`src/rtl/core/phc_pkg.sv`:
```
package phc_pkg;

  localparam int unsigned CoordW = 24;
  localparam int unsigned MaxVerticesDef = 32;
  localparam int unsigned FracBitsDef = 8;
  localparam int unsigned CfgIdxW = 3;

  // configuration register indexes
  localparam logic [CfgIdxW-1:0] RegLineAx = 3'd0;
  localparam logic [CfgIdxW-1:0] RegLineAy = 3'd1;
  localparam logic [CfgIdxW-1:0] RegLineBx = 3'd2;
  localparam logic [CfgIdxW-1:0] RegLineBy = 3'd3;
  localparam logic [CfgIdxW-1:0] RegKeepLeft = 3'd4;

  localparam logic signed [CoordW-1:0] CoordMax = 24'sh7FFFFF;
  localparam logic signed [CoordW-1:0] CoordMin = -24'sh800000;

  // request from the sequencer to the divider
  typedef struct packed {
    logic        start;
    logic [25:0] mag_d;
    logic [49:0] mag_s;
    logic [50:0] mag_den;
  } div_req_t;

  typedef struct packed {
    logic        done;
    logic [26:0] quo;
  } div_rsp_t;

endpackage

```
`src/rtl/core/phc_div.sv`:
```
// Shared restoring divider for the crossing offset: round(m * s / den),
// one bit of m per cycle (26 steps plus one rounding step).
module phc_div
  import phc_pkg::*;
(
  input  logic     clk_i,
  input  logic     rst_ni,
  input  div_req_t req_i,
  output div_rsp_t rsp_o
);

  logic [4:0]  bit_q, bit_d;
  logic        busy_q, busy_d;
  logic [25:0] m_q, m_d;
  logic [49:0] s_q, s_d;
  logic [50:0] den_q, den_d;
  logic [52:0] rem_q, rem_d;
  logic [26:0] quo_q, quo_d;
  logic        done_q, done_d;
  logic        fin_q, fin_d;
  logic [52:0] r1, r2;
  logic [26:0] q1;

  // one shift-add-subtract step
  always_comb begin
    r1 = {rem_q[51:0], 1'b0} + (m_q[25] ? {3'b0, s_q} : 53'd0);
    q1 = {quo_q[25:0], 1'b0};
    if (r1 >= {2'b0, den_q}) begin
      r1 = r1 - {2'b0, den_q};
      q1 = q1 + 27'd1;
    end
    r2 = r1;
    if (r2 >= {2'b0, den_q}) begin
      r2 = r2 - {2'b0, den_q};
      q1 = q1 + 27'd1;
    end
  end

  always_comb begin
    busy_d = busy_q;
    bit_d  = bit_q;
    m_d    = m_q;
    s_d    = s_q;
    den_d  = den_q;
    rem_d  = rem_q;
    quo_d  = quo_q;
    done_d = 1'b0;
    fin_d  = fin_q;
    if (req_i.start) begin
      busy_d = 1'b1;
      fin_d  = 1'b0;
      bit_d  = 5'd25;
      m_d    = req_i.mag_d;
      s_d    = req_i.mag_s;
      den_d  = req_i.mag_den;
      rem_d  = '0;
      quo_d  = '0;
    end else if (busy_q && fin_q) begin
      // round half up on the remainder
      if ({rem_q[51:0], 1'b0} >= {2'b0, den_q}) quo_d = quo_q + 27'd1;
      busy_d = 1'b0;
      done_d = 1'b1;
    end else if (busy_q) begin
      rem_d = r2;
      quo_d = q1;
      m_d   = {m_q[24:0], 1'b0};
      if (bit_q == 5'd0) fin_d = 1'b1;
      else bit_d = bit_q - 5'd1;
    end
  end

  always_ff @(posedge clk_i or negedge rst_ni) begin
    if (!rst_ni) begin
      busy_q <= 1'b0;
      done_q <= 1'b0;
      fin_q  <= 1'b0;
      bit_q  <= '0;
    end else begin
      busy_q <= busy_d;
      done_q <= done_d;
      fin_q  <= fin_d;
      bit_q  <= bit_d;
    end
  end

  always_ff @(posedge clk_i) begin
    m_q   <= m_d;
    s_q   <= s_d;
    den_q <= den_d;
    rem_q <= rem_d;
    quo_q <= quo_d;
  end

  assign rsp_o.done = done_q;
  assign rsp_o.quo  = quo_q;

endmodule

```
`config.mk`:
```
export PLATFORM = sky130hd
export DESIGN_NAME = phc_div
export DESIGN_NICKNAME = d
export VERILOG_FILES = /design/src/rtl/core/phc_pkg.sv /design/src/rtl/core/phc_div.sv
export SDC_FILE = /design/constraint.sdc
export NUM_CORES = 1
export LEC_CHECK = 0
export BUFFER_PORTS_ARGS = -buffer_cell sky130_fd_sc_hd__buf_4
export CAP_MARGIN = 20
export CELL_PAD_IN_SITES_DETAIL_PLACEMENT = 1
export CELL_PAD_IN_SITES_GLOBAL_PLACEMENT = 1
export CORE_UTILIZATION = 47
export CTS_CLUSTER_DIAMETER = 80
export DETAILED_ROUTE_END_ITERATION = 6
export GPL_TIMING_DRIVEN = 0
export PLACE_DENSITY_LB_ADDON = 0.1
export SLEW_MARGIN = 20
export SYNTH_ARGS = -nofsm -noshare
export SYNTH_HDL_FRONTEND = slang
export SYNTH_SLANG_ARGS = --single-unit
```
`constraint.sdc`:
```
create_clock -name clk_i -period 11 [get_ports clk_i]
set_input_delay 1.65 -clock clk_i [delete_from_list [all_inputs] [get_ports clk_i]]
set_output_delay 1.65 -clock clk_i [all_outputs]
set_load 0.03 [all_outputs]
```
==> flow_summary.json <==
{
  "status": "finished clean",
  "drive_gt1_frac": 0.137,
  "synth_edf_count": 127,
  "syn_nets": 2752,
  "whs_ps": 518,
  "cp_slowest_cell": "a2111o_1",
  "synth_area_leader_cell": "edfxtp_1",
  "coreArea_um2": 41900,
  "grt_util_all_layers": 0.370,
  "gr-usage-met2": 0.617,
  "cts_tree": "yes",
  "vias_per_cell": 6.42,
  "yosysSeqAreaShare": 0.281,
  "antenna_left": 0,
  "cts_sinks": 214,
  "endpoint_kind": "flop",
  "period_share": 0.979,
  "yosys_register_bits": 214,
  "drtIter0Drc": 1590,
  "synthCells": 2414,
  "num_antenna_cells": 0,
  "area_growth_pct": 15.6,
  "tightest_slew_ps": 1280,
  "ys_types": 88,
  "critPathRequiredTime_ps": 11430,
  "io_pins": 158,
  "grt-ovfl-total": 0,
  "synth_top_area_frac": 0.191,
  "timing.slew.headroom": 0.148,
  "syn_area_um2": 19900,
  "final_max_slew_viol_count": 0,
  "hold_violations": 0,
  "synth_ff_type": "edfxtp_1",
  "grt_use_met1": 0.476,
  "die_w_um": 208,
  "clock_path_buffers": 3,
  "rr_worst_depth": 45,
  "die_area_um2": 43300,
  "timing.fmax_ghz": 0.0929,
  "antenna_found_initial": 0,
  "grt_pass1_wl_um": 123000,
  "finalSetupViolCount": 0,
  "synth_most_common_cell": "a21oi_1",
  "path_max_fanout": 10,
  "skew_ps": 21.6,
  "cts_root_buf": "clkbuf_16",
  "yosysWarnings": 0,
  "hpwl_um": 63700,
  "avgRoutedWirePerCell_um": 25.8,
  "cap_violations": 0,
  "pre_cts_slack_ps": -1960,
  "hold_class": "reg2reg",
  "start_util": 0.476,
  "gr-max-usage-layer": "met2",
  "postCtsHoldBufs": 0,
  "synth.avg_cell_area_um2": 8.26,
  "hold_path_depth": 2,
  "synth_top_cells_by_count": "a21oi_1, nand2_1, ha_1",
  "num_vias": 20400,
  "num-nets-final": 2949,
  "grt_pass1_vias": 20900,
  "gp_congestion": 0.959,
  "die_h_um": 208,
  "crit_type": "reg2reg",
  "wirelength_um": 81900,
  "cts.clk_slew.worst_paths_ps": 60,
  "io_buffers": 157,
  "clk_latency_ps": 600,
  "crit_arrival_ps": 11190,
  "synthTopCellsByArea": "edfxtp_1, ha_1, dfxtp_1, a21oi_1, o21ai_0",
  "grt_max_degree": 103,
  "synthArstFlopShare": 0.0374,
  "worst_slack_ps": 234,
  "start_kind": "flop",
  "met3_usage": 0.0522,
  "cts_buffers": 29,
  "first_pass_iters": 5,
  "htreeDepth": 1,
  "period_needed_ps": 10770,
  "num_rows": 75,
  "cpPeakStageDelay_ps": 600,
  "drcViolationCount": 0
}
flip-flops by register name, indices dropped and copies added, names as in the netlist:
signal,cells
rem_q,52
done_q,1
quo_q,27
m_q,26
bit_q,5
fin_q,1
s_q,50
den_q,51
busy_q,1
final timing paths:
path,from,endpoint,slack [ps]
max reg2reg,m_q[25],quo_q[20],230
max in group asynchronous,rst_ni,bit_q[1],9970
min in group asynchronous,rst_ni,done_q,870
min,rem_q[20],rem_q[20],520
min reg2reg,rem_q[20],rem_q[20],520
max,m_q[25],quo_q[20],230
final cells by class:
| class | instances | area, um^2 |
|---|---|---|
| Sequential cell | 214 | 5600 |
| Clock buffer | 36 | 752 |
| Clock inverter | 18 | 209 |
| Tap cell | 539 | 674 |
| Timing Repair Buffer | 168 | 1270 |
| Buffer | 127 | 604 |
| Fill cell | 5083 | 18900 |
| Inverter | 100 | 375 |
| Multi-Input combinational cell | 1971 | 13600 |
repair_timing:
item                       CTS  global route
hold endpoints to repair     0             0
setup endpoints to repair   79            78
buffers inserted             4             6
resized for setup           29            29
pin swaps                    2             4
cell usage in the layout, fill, tap and decap left out, types with 14 or more instances in the layout:
master,count
xor2_1,53
dfxtp_1,79
a211oi_1,25
mux2_2,38
mux2i_1,18
nor2_1,176
and3_1,20
buf_2,17
and2_1,63
inv_1,99
clkbuf_1,91
o211ai_1,15
ha_1,205
xnor2_1,87
clkbuf_16,29
a21o_1,98
o21bai_1,19
nand3_1,76
o21a_1,30
nand4_1,64
nor3_1,42
nand2_1,207
nor2b_1,27
o21ai_0,164
o31ai_1,14
a31oi_1,40
nand2b_1,29
edfxtp_1,127
buf_4,173
a21oi_1,234
routing by layer:
| metal | wire, um | part of all wire |
|---|---|---|
| met1 | 34500 | 0.42 |
| met2 | 37900 | 0.46 |
| met3 | 5400 | 0.066 |
| met4 | 4010 | 0.049 |
| met5 | 0 | 0 |
per-stage QoR:
stage               cell area (um^2)  cells   util  setup TNS (ps)
finish                         23100   3173  0.550               0
global placement               21800   3110  0.520         -148060
floorplan                      19900   2414      -               0
CTS                            22900   3169  0.546               0
detailed placement             21800   3111  0.520         -132650
global route                   23100   3173  0.550           -1360
critical path: cells and delay by family, from the launching register on:
family | cells | cell delay [ps]
buf+inv | 9 | 1730
flops | 1 | 410
fa+ha+maj | 4 | 1290
simple gates | 12 | 1970
compound gates | 19 | 4930
xor+xnor | 1 | 230
kinds of logic (layout without fill, tap and decap cells):
| group | after synthesis | in the layout | synth area share |
|---|---|---|---|
| fa+ha+maj | 208 | 208 | 0.132 |
| mux | 56 | 56 | 0.0305 |
| compound gates | 800 | 800 | 0.261 |
| buf+inv | 229 | 449 | 0.0474 |
| flops | 214 | 214 | 0.281 |
| xor+xnor | 140 | 140 | 0.0615 |
| simple gates | 767 | 767 | 0.188 |
Power is not shown: default switching activity piles up to over one toggle a cycle in this logic, so the estimate is an artifact.
